$ cat config.mk
export PLATFORM = sky130hd
export DESIGN_NAME = wash_cycle_sequencer
export DESIGN_NICKNAME = d
export VERILOG_FILES = /design/src/hw/rtl/wcs_pkg.sv /design/src/hw/rtl/wcs_step.sv /design/src/hw/rtl/wash_cycle_sequencer.sv
export SDC_FILE = /design/constraint.sdc
export NUM_CORES = 1
export LEC_CHECK = 0
export ABC_CLOCK_PERIOD_IN_PS = 9800
export BUFFER_PORTS_ARGS = -buffer_cell sky130_fd_sc_hd__buf_2
export CAP_MARGIN = 20
export CORE_MARGIN = 2
export CORE_UTILIZATION = 40
export DETAILED_ROUTE_END_ITERATION = 6
export PLACE_DENSITY_LB_ADDON = 0.25
export SLEW_MARGIN = 5
export SYNTH_ARGS = -nofsm -noshare
export SYNTH_HDL_FRONTEND = slang
export SYNTH_SLANG_ARGS = --single-unit
export TNS_END_PERCENT = 1
$ cat constraint.sdc
create_clock -name aclk -period 9.8 [get_ports aclk]
set_clock_uncertainty 0.2 [all_clocks]
set_input_delay 0.98 -clock aclk [delete_from_list [all_inputs] [get_ports aclk]]
set_output_delay 0.98 -clock aclk [all_outputs]
set_load 0.005 [all_outputs]
$ cat src/hw/rtl/wcs_pkg.sv
// Shared types, constants and duration table for the wash cycle sequencer.
package wcs_pkg;

    // Tick counter width
    localparam int COUNT_WIDTH = 9;

    // Stream payload widths (fields packed from bit 0, padded to bytes)
    localparam int IN_DATA_WIDTH  = 8;
    localparam int OUT_DATA_WIDTH = 16;

    typedef logic [COUNT_WIDTH-1:0] count_t;

    typedef enum logic [2:0] {
        PH_IDLE  = 3'd0,
        PH_FILL  = 3'd1,
        PH_WASH  = 3'd2,
        PH_RINSE = 3'd3,
        PH_SPIN  = 3'd4,
        PH_FINAL = 3'd5
    } phase_t;

    typedef enum logic [1:0] {
        LVL_NONE = 2'd0,
        LVL_LOW  = 2'd1,
        LVL_MID  = 2'd2,
        LVL_HIGH = 2'd3
    } level_t;

    // One input transaction
    typedef struct packed {
        logic tick;
        logic start_press;
        logic low_press;
        logic mid_press;
        logic high_press;
    } item_t;

    // Sequencer state carried between transactions
    typedef struct packed {
        phase_t     phase;
        level_t     level;
        count_t     tick_count;
        logic       start_latched;
        logic [2:0] level_latches; // bit 0 low, bit 1 medium, bit 2 high
    } seq_state_t;

    // One result transaction
    typedef struct packed {
        phase_t phase;
        level_t level;
        logic   fill_on;
        logic   wash_on;
        logic   rinse_on;
        logic   spin_on;
        logic   started;
        logic   done_res;
    } result_t;

    // Phase durations in ticks, indexed [level][phase - fill]
    localparam count_t DUR_TABLE [4][4] = '{
        '{count_t'(0),   count_t'(0),   count_t'(0),   count_t'(0)},
        '{count_t'(30),  count_t'(150), count_t'(90),  count_t'(150)},
        '{count_t'(90),  count_t'(390), count_t'(210), count_t'(240)},
        '{count_t'(150), count_t'(480), count_t'(270), count_t'(480)}
    };

endpackage

$ cat src/hw/rtl/wcs_step.sv
// Next-state and result logic for one sequencer transaction.
module wcs_step
    import wcs_pkg::*;
(
    input  seq_state_t state_cur,
    input  item_t      item,
    output seq_state_t state_nxt,
    output result_t    result
);

    logic       start_upd;
    logic [2:0] latches_upd;
    logic [1:0] phase_idx;
    count_t     limit;
    logic       done;

    // Latch updates and table lookup
    always_comb begin
        start_upd   = state_cur.start_latched | item.start_press;
        latches_upd = state_cur.level_latches
                    | {item.high_press, item.mid_press, item.low_press};
        phase_idx   = 2'(state_cur.phase - PH_FILL);
        limit       = DUR_TABLE[state_cur.level][phase_idx];
    end

    // Phase sequencing
    always_comb begin
        state_nxt = state_cur;
        done      = 1'b0;
        case (state_cur.phase)
            PH_IDLE: begin
                state_nxt.start_latched = start_upd;
                state_nxt.level_latches = latches_upd;
                state_nxt.tick_count    = '0;
                if (start_upd && (latches_upd != 3'b000)) begin
                    // low wins over medium, medium over high
                    if (latches_upd[0]) begin
                        state_nxt.level = LVL_LOW;
                    end else if (latches_upd[1]) begin
                        state_nxt.level = LVL_MID;
                    end else begin
                        state_nxt.level = LVL_HIGH;
                    end
                    state_nxt.phase = PH_FILL;
                end
            end
            PH_FILL, PH_WASH, PH_RINSE, PH_SPIN: begin
                if (item.tick) begin
                    if (state_cur.tick_count == limit) begin
                        state_nxt.tick_count = '0;
                        state_nxt.phase      = phase_t'(state_cur.phase + 3'd1);
                    end else begin
                        state_nxt.tick_count = state_cur.tick_count + count_t'(1);
                    end
                end
            end
            default: begin
                // final step and unused codes: back to idle, clear latches
                state_nxt.phase         = PH_IDLE;
                state_nxt.level         = LVL_NONE;
                state_nxt.tick_count    = '0;
                state_nxt.start_latched = 1'b0;
                state_nxt.level_latches = 3'b000;
                done                    = 1'b1;
            end
        endcase
    end

    // Result reflects the state after this transaction
    always_comb begin
        result.phase    = state_nxt.phase;
        result.level    = state_nxt.level;
        result.fill_on  = (state_nxt.phase == PH_FILL);
        result.wash_on  = (state_nxt.phase == PH_WASH);
        result.rinse_on = (state_nxt.phase == PH_RINSE);
        result.spin_on  = (state_nxt.phase == PH_SPIN);
        result.started  = state_nxt.start_latched;
        result.done_res = done;
    end

endmodule

$ cat src/hw/rtl/wash_cycle_sequencer.sv
// Top level of the wash cycle sequencer: input register, state, result register.
//
//  channel | dir | payload (tdata, from bit 0)
//  s_      | in  | tick, start_press, low_press, mid_press, high_press, pad to 8
//  m_      | out | phase[3], level[2], fill_on, wash_on, rinse_on, spin_on,
//          |     | started, done_res, pad to 16
//
// One transaction per cycle sustained while the output is not stalled; an accepted
// input passes through the input register, then the result register.
// The state update is a single table lookup and 9-bit compare per cycle.
// aresetn is synchronous, active low; it clears valids and sequencer state.
// A stalled output holds its result; the input register keeps taking a new
// transaction whenever its content moves on in the same cycle.
module wash_cycle_sequencer
    import wcs_pkg::*;
(
    input  logic                      aclk,
    input  logic                      aresetn,
    // tick, start_press, low_press, mid_press, high_press
    input  logic [IN_DATA_WIDTH-1:0]  s_tdata,
    input  logic                      s_tvalid,
    output logic                      s_tready,
    // phase[2:0], level[4:3], fill_on, wash_on, rinse_on, spin_on, started, done_res
    output logic [OUT_DATA_WIDTH-1:0] m_tdata,
    output logic                      m_tvalid,
    input  logic                      m_tready
);

    item_t      in_item_reg;
    logic       in_valid_reg;
    seq_state_t state_reg;
    seq_state_t state_next;
    result_t    out_res_reg;
    result_t    result_next;
    logic       out_valid_reg;
    logic       advance;

    // Move the held transaction into the result register when it has room
    assign advance  = in_valid_reg && (!out_valid_reg || m_tready);
    assign s_tready = !in_valid_reg || advance;

    wcs_step u_step (
        .state_cur (state_reg),
        .item      (in_item_reg),
        .state_nxt (state_next),
        .result    (result_next)
    );

    // Input register
    always_ff @(posedge aclk) begin
        if (!aresetn) begin
            in_valid_reg <= 1'b0;
        end else if (s_tready) begin
            in_valid_reg <= s_tvalid;
        end
        if (s_tready && s_tvalid) begin
            in_item_reg.tick        <= s_tdata[0];
            in_item_reg.start_press <= s_tdata[1];
            in_item_reg.low_press   <= s_tdata[2];
            in_item_reg.mid_press   <= s_tdata[3];
            in_item_reg.high_press  <= s_tdata[4];
        end
    end

    // Sequencer state
    always_ff @(posedge aclk) begin
        if (!aresetn) begin
            state_reg.phase         <= PH_IDLE;
            state_reg.level         <= LVL_NONE;
            state_reg.tick_count    <= '0;
            state_reg.start_latched <= 1'b0;
            state_reg.level_latches <= 3'b000;
        end else if (advance) begin
            state_reg <= state_next;
        end
    end

    // Result register
    always_ff @(posedge aclk) begin
        if (!aresetn) begin
            out_valid_reg <= 1'b0;
        end else if (advance) begin
            out_valid_reg <= 1'b1;
        end else if (m_tready) begin
            out_valid_reg <= 1'b0;
        end
        if (advance) begin
            out_res_reg <= result_next;
        end
    end

    assign m_tvalid = out_valid_reg;
    assign m_tdata  = {5'b00000,
                       out_res_reg.done_res,
                       out_res_reg.started,
                       out_res_reg.spin_on,
                       out_res_reg.rinse_on,
                       out_res_reg.wash_on,
                       out_res_reg.fill_on,
                       out_res_reg.level,
                       out_res_reg.phase};

endmodule

# Yosys cells after proc, flatten, opt, wreduce, memory -nomap -nowiden
# Cells that the tools add are included.
# Widths: inputs -> output; s select.
[op_classes]
add_sub_neg = 3
order_cmp = 2
eq_ne = 10
n_mux = 20
bitwise = 5
reduce_logical = 14
[op_table]
columns = ["cell", "count"]
rows = [
  ["$bmux 36 s2", 1],
  ["$mux 36", 2],
  ["$mux 9", 5],
  ["$bmux 9 s2", 1],
  ["$eq 3x2->1 const B", 4],
  ["$add 9x1->9 const B", 1],
  ["$eq 9x9->1", 1],
  ["$pmux 4 s2", 1],
  ["$eq 3x1->1 const B", 2],
  ["$eq 3x3->1 const B", 2],
  ["$ge 3x3->1 const B", 2],
  ["$mux 3", 2],
  ["$not 2->3", 2],
  ["$pmux 3 s2", 1],
  ["$mux 5", 1],
  ["$reduce_or 5->1", 1],
  ["$mux 1", 4],
  ["$pmux 2 s2", 1],
  ["$reduce_and 2->1", 2],
  ["$reduce_or 4->1", 1],
  ["$add 3x1->3 const B", 1],
  ["$logic_and 1x1->1", 3],
  ["$logic_not 3->1", 1],
  ["$or 3x3->3", 1],
  ["9 further kinds", 11],
]
[word_totals]
regBits = 36
inputBits = 12
output_inout_bits = 18
elab_cells = 74

# Depth between registers and ports, before layout
# Gate-level depths: netlist of the first run.
[logic_depth]
depth_word = 12
ltp_mapped = 12
ltp_nobuf = 10

# Cells and area by module
# Synthesis of the first run repeated with hierarchy kept, for this count alone.
[unflattened]
hier_cells = 256
area_unflattened_um2 = 2404.8
[by_module_without_submodules]
columns = ["module", "instances", "cells_each", "area_each_um2", "seq_area_each_um2"]
rows = [
  ["wash_cycle_sequencer", 1, 109, 1338.8, 880.8],
  ["wcs_step", 1, 147, 1066.0, 0.0],
]

# Least setup slack after synthesis of the first run
# OpenSTA, ideal clock, no wires.
[synth_path]
path_type = "reg-to-reg"
startpoint = "register state_reg[15] (netlist bit)"
endpoint = "register out_res_reg (netlist bit m_tdata[5]), data pin"
setup_time_ps = 267
arrival_time_ps = 2625
required_time_ps = 9333
slack_ps = 6708
stages_incl_launch_ff = 12
n_path_buf = 1
synth_period_minus_slack_ps = 3092
path_cell_list = "dfxtp_1 > inv_1 > ha_1 > mux4_2 > xor2_1 > a211oi_2 > nand4_2 > or2_1 > buf_6 > o221a_4 > inv_2 > nor3b_1"
[synth_lines]
columns = ["element", "line_no", "source"]
rows = [
  ["from (decl)", "wash_cycle_sequencer.sv:31", "seq_state_t state_reg;"],
  ["from (signal assigned)", "wash_cycle_sequencer.sv:74", "state_reg <= state_next;"],
  ["to (signal assigned)", "wash_cycle_sequencer.sv:88", "out_res_reg <= result_next;"],
  ["to (decl)", "wash_cycle_sequencer.sv:33", "result_t out_res_reg;"],
]

==> impl_metrics.tcl, run 1 <==
set metrics [dict create \
    ys_top_cells_by_area "edfxtp_1, dfxtp_1, ha_1" \
    io_pins 30 \
    powerDensity_nw_per_um2 154 \
    crit_path_start "state_reg[15]" \
    ys_seq_elements 36 \
    finalMaxSlewViolations 0 \
    critical_path_required_ns 9.72 \
    hold_class "register to register" \
    grt_overflow_total 0 \
    synth_edf_count 16 \
    cts_resized 0 \
    antennaDiodeCount 0 \
    ys_seq_area_share_pct 42.4 \
    maxCapViolCount 0 \
    gp_congestion 0.777 \
    final_common_cell "buf_2" \
    synth_ff_type "dfxtp_1" \
    fmax_mhz 250 \
    clock_sinks 36 \
    port_buffers 21 \
    htreeDepth 2 \
    max_slew_margin_pct 54.7 \
    cts-buffers-inserted 5 \
    mostFrequentLayoutCells "buf_2, nor2_1, dfxtp_1" \
    cts_tree "done" \
    min_period_over_period_pct 40.7 \
    syn_area_per_cell_um2 9.39 \
    via_per_inst 5.05 \
    r2r_end "m_tdata[8]" \
    worst-r2r-cell-count 9 \
    cp-start-kind "register" \
    wirelength_um 3860 \
    die_width_um 76.0 \
    die_area_um2 5780 \
    insertion_delay_ns 0.28 \
    clockBufferDepth 2 \
    critical-path-slowest-cell "dfxtp_1" \
    hpwl_um 2810 \
    largest_reg_flops 18 \
    layout-drive-gt1-share_pct 15.6 \
    cts_setup_buffers 0 \
    vias 1550 \
    drt_iter0_markers 84 \
    synth_cell_types 50 \
    cp-endpoint "m_tdata[8]" \
    cp_num_cells 9 \
    rsz0062_at_grt "no" \
    ir_worst_vdd_mv 0.103 \
    setup_viol_count_final 0 \
    clk_pin_slew_worst_paths_ns 0.07 \
    tightest_slew_ns 0.677 \
    path_max_fanout 16 \
    antenna_found_initial 0 \
    worstPathArrival_ns 3.91 \
    route.detailed.drc 0 \
    ant_nets 0 \
    synth_area_leader_cell "edfxtp_1" \
    p_leak_uw 0.000832 \
    finalCriticalPeriod_ns 3.99 \
    layout.nets 258 \
    track_usage_pct 14.0 \
    reg2reg_from "state_reg[15]" \
    criticalPathCategory "register to register" \
    rows 26 \
    cts_root_buf "clkbuf_8" \
    drt-pass1-iter-count 4 \
    status "finished, final reports clean" \
    crit_family "multiplexers" \
    r2r_setup_slack_ns 5.81 \
    synth_top_area_share_pct 23.1 \
    hold_viol 0 \
    crit_chain "inv_1, ha_1, mux4_2, xor2_1, a211oi_2, nand4_2, nor3_2, mux2i_1, nor3b_1" \
    chipHeight_um 76.0 \
    setup_tns_ns 0 \
    grt_max_degree 22 \
    final_area_um2 2260 \
    syn_inst 221 \
    yosysWarningCount 0 \
    ctsHoldBuffers 0 \
    grt_pass1_wl_um 6680 \
    cp_slowest_stage_delay_ns 0.67 \
    holdWs_ns 0.279 \
    areaGrowthSynthToFinish_pct 9.10 \
    start_util_pct 41.2 \
    grt_pass1_vias 1380 \
    core_area_um2 5040 \
    cp_num_buf_inv 1 \
    critPathCaptureType "register" \
    syn_area_um2 2080 \
    placed_area_um2 2180 \
    avgRoutedWirePerCell_um 12.6 \
    synthArstFlopShare_pct 0 \
]
## per-stage QoR
| stage | cells | util [%] | power [uW] | setup slack [ns] |
|---|---|---|---|---|
| after detailed placement | 299 | 43.3 | 256 | 5.83 |
| after CTS | 307 | 44.9 | 353 | 5.78 |
| after global routing | 307 | 44.9 | 374 | 5.44 |
| final | 307 | 44.9 | 349 | 5.81 |
| after global placement | 299 | 43.3 | 255 | 5.83 |
| after floorplan | 225 | - | 243 | 6.71 |
## power by group
group	internal (uW)	switching, uW	total, uW
clock	49.8	47.2	97.0
sequential	167	7.40	174
combinational	30.6	47.9	78.5
## synthesized netlist by cell type (3+ instances only)
library cell and count:
ha_1 10, or3_1 3, xnor2_1 7, o22ai_1 3, nor2_1 20, mux2i_1 6, nand3_1 5, nand2_1 16
a21oi_1 14, dfxtp_1 20, a31oi_1 3, edfxtp_1 16, nor3_1 11, buf_4 5, o31ai_1 3, nor3b_1 3
nand4_1 5, nand2b_1 3, inv_1 8, clkbuf_1 8, nor2b_1 6, o21ai_0 8, xor2_1 5
## cell families after synthesis
| kind of cell | Yosys count | share of synthesized area, % |
|---|---|---|
| mux | 7 | 3.98 |
| xor+xnor | 12 | 5.06 |
| other cells | 1 | 0.181 |
| compound gates | 44 | 14.3 |
| buf+inv | 26 | 6.45 |
| fa+ha+maj | 10 | 6.03 |
| flops | 36 | 42.4 |
| simple gates | 85 | 21.5 |
## tightest hold or removal path, cell delays in order, from the launching register on
cell and delay [ns]:
dfxtp_1 0.33, a31oi_1 0.04, nor2_1 0.07
## layer usage
layer  vias up  track usage, %  wire length (um)
met3         4            3.44               153
li1        814               -                 -
met5         -               0                 0
met4         0            2.73                27
met2        34            20.2              1630
met1       698            21.3              2050
## worst min path at each step
stage	start	to	slack [ns]	depth (start not counted)
floorplan	state_reg[2]	state_reg[2]	0.23	2
global placement	state_reg[2]	state_reg[2]	0.25	2
detailed placement	state_reg[2]	state_reg[2]	0.26	2
CTS	state_reg[2]	state_reg[2]	0.28	2
global route	state_reg[2]	state_reg[2]	0.29	2
finish	state_reg[2]	state_reg[2]	0.28	2
## final cells by class
type / instances / area (um^2)
fillers: 492 / 2780
multi-input cells: 163 / 1080
flip-flops and latches: 36 / 881
repair buffers: 21 / 105
well taps: 70 / 87.6
clock buffers: 7 / 76.3
inverters: 9 / 33.8
clock inverters: 1 / 5.00
Power figures use the tool's default switching activity.
==> inputs of run 2 (changes only) <==
--- a/config.mk
+++ b/config.mk
@@ -5,7 +5,7 @@
 export SDC_FILE = /design/constraint.sdc
 export NUM_CORES = 1
 export LEC_CHECK = 0
-export ABC_CLOCK_PERIOD_IN_PS = 9800
+export ABC_CLOCK_PERIOD_IN_PS = 3600
 export BUFFER_PORTS_ARGS = -buffer_cell sky130_fd_sc_hd__buf_2
 export CAP_MARGIN = 20
 export CORE_MARGIN = 2
==> constraint.sdc (replaced) <==
create_clock -name aclk -period 3.6 [get_ports aclk]
set_clock_uncertainty 0.2 [all_clocks]
set_input_delay 0.36 -clock aclk [delete_from_list [all_inputs] [get_ports aclk]]
set_output_delay 0.36 -clock aclk [all_outputs]
set_load 0.005 [all_outputs]
==> run 2 against run 1 <==
Net effect:
- total power increased to 2.8 times the previous value
- count of clock-buffer cells in the layout unchanged
- non-clock buffer count increased by 4
- sequential share of layout area decreased by 0.57 points
- core utilization increased by 0.67 points
- sequential power increased to 2.7 times the previous value
- critical endpoint unchanged
- cell count increased by 1.3%
- global-route usage increased by 0.99 points
- setup slack got worse by 5.5 ns
- first-iteration DRC count decreased by 9.5%
- flip-flop and latch count unchanged
==> impl_metrics.tcl, run 2 (synthesized netlist as in run 1, its figures left out) <==
set metrics [dict create \
    status "finished, final reports clean" \
    finalPower_uw 968 \
    drt_iter0_markers 76 \
    setup_viol_count_final 0 \
    core_area_um2 5040 \
    via_per_inst 5.11 \
    critPathCaptureType "register" \
    grt_pass1_vias 1478 \
    start_util_pct 41.2 \
    wirelength_um 4010 \
    nFillCells 490 \
    powerDensity_nw_per_um2 421 \
    die_width_um 76.0 \
    htreeDepth 2 \
    layout-drive-gt1-share_pct 17.4 \
    grt_overflow_total 0 \
    fmax_mhz 300 \
    clock_sinks 36 \
    worstHoldPathCells 1 \
    mostFrequentLayoutCells "buf_2, nor2_1, dfxtp_1" \
    route.detailed.drc 0 \
    hold_class "input pin to register" \
    criticalPathCategory "register to register" \
    vias 1588 \
    grt_pass1_wl_um 6960 \
    setup_tns_ns 0 \
    rsz0062_at_grt "no" \
    worstPathArrival_ns 3.27 \
    min_period_over_period_pct 92.4 \
    cts-buffers-inserted 5 \
    io_pins 30 \
    p_leak_uw 0.000854 \
    track_usage_pct 15.0 \
    antennaDiodeCount 0 \
    groute.layer.met3.usage_pct 3.32 \
    ff_latch_area_um2 881 \
    ir_worst_vdd_mv 0.263 \
    cts_tree "done" \
    busiest_layer "met2" \
    clockBufferDepth 2 \
    critical_path_required_ns 3.54 \
    cts_root_buf "clkbuf_8" \
    final_core_util_pct 45.6 \
    final_common_cell "buf_2" \
    finalCriticalPeriod_ns 3.33 \
    layout.nets 262 \
    chipHeight_um 76.0 \
    pre_cts_ws_ns 0.264 \
    ctsHoldBuffers 0 \
    largest_reg_flops 18 \
    setup_slack_ns 0.272 \
    worst-r2r-cell-count 9 \
    drt-pass1-iter-count 4 \
    antenna_found_initial 0 \
    ant_nets 0 \
    finalMaxSlewViolations 0 \
    maxCapViolCount 0 \
    tightest_slew_ns 0.689 \
    port_buffers 21 \
    cts_setup_buffers 0 \
    fin_cells 311 \
    grt_max_degree 22 \
    avgRoutedWirePerCell_um 12.9 \
    areaGrowthSynthToFinish_pct 10.7 \
    clk_pin_slew_worst_paths_ns 0.07 \
    multi_input_comb_area_um2 1080 \
    gp_congestion 0.777 \
    rows 26 \
    use_met2_pct 23.7 \
    cp-start-kind "register" \
    insertion_delay_ns 0.29 \
    grt_use_met1_pct 20.0 \
    place_inst 303 \
    path_max_fanout 8 \
    max_slew_margin_pct 53.9 \
    die_area_um2 5780 \
    hold_viol 0 \
    hpwl_um 2960 \
]
-- run 2: changes by cell type in the layout (fill, tap and decap cells not counted), sizes merged --
| cell | delta |
|---|---|
| buf | +4 |
-- run 2: report_power, final --
group          switching [uW]  internal, uW  total, uW
clock network             137           136        273
registers                12.1           453        465
logic                     142          88.8        230
total                     291           678        968
-- run 2: final timing paths --
check	start	end	slack [ns]
setup / recovery	state_reg[16]	m_tdata[8]	0.27
hold / removal	s_tdata[0]	in_item_reg[4]	0.05
hold reg to reg	state_reg[2]	state_reg[2]	0.27
setup reg to reg	state_reg[16]	m_tdata[8]	0.27
-- run 2: critical path, stage by stage, from the launching register on --
cell and delay, ns:
dfxtp_1 0.43, inv_1 0.09, ha_1 0.44, mux4_2 0.56, xor2_1 0.16, a211oi_2 0.17
nand4_2 0.15, nor3_2 0.38, mux2i_2 0.35, nor3b_1 0.21
-- run 2: area by class of cell --
type                            instances  area share, %
Timing Repair Buffer                   25           5.88
Inverter                                9           1.47
Sequential cell                        36           38.3
Multi-Input combinational cell        163           47.0
Tap cell                               70           3.81
Clock buffer                            7           3.32
Clock inverter                          1          0.218
-- run 2: metal layers --
layer,up-vias,part of all wire (%),routed length [um]
li1,824,-,-
met1,729,48,1910
met2,28,46,1860
met3,7,4.3,173
met4,0,1.7,67
met5,-,0,0
-- run 2: what timing repair did --
item	CTS	global route
resized for setup	0	1
endpoints found under the setup margin	0	1
hold endpoints to repair	0	0
-- run 2: through the flow --
stage	hold slack [ns]	area (um^2)
3_5_place_dp	0.264	2210
6_report	0.0459	2300
4_1_cts	0.0403	2290
3_3_place_gp	0.249	2210
2_1_floorplan	0.232	2090
5_1_grt	0.0342	2300
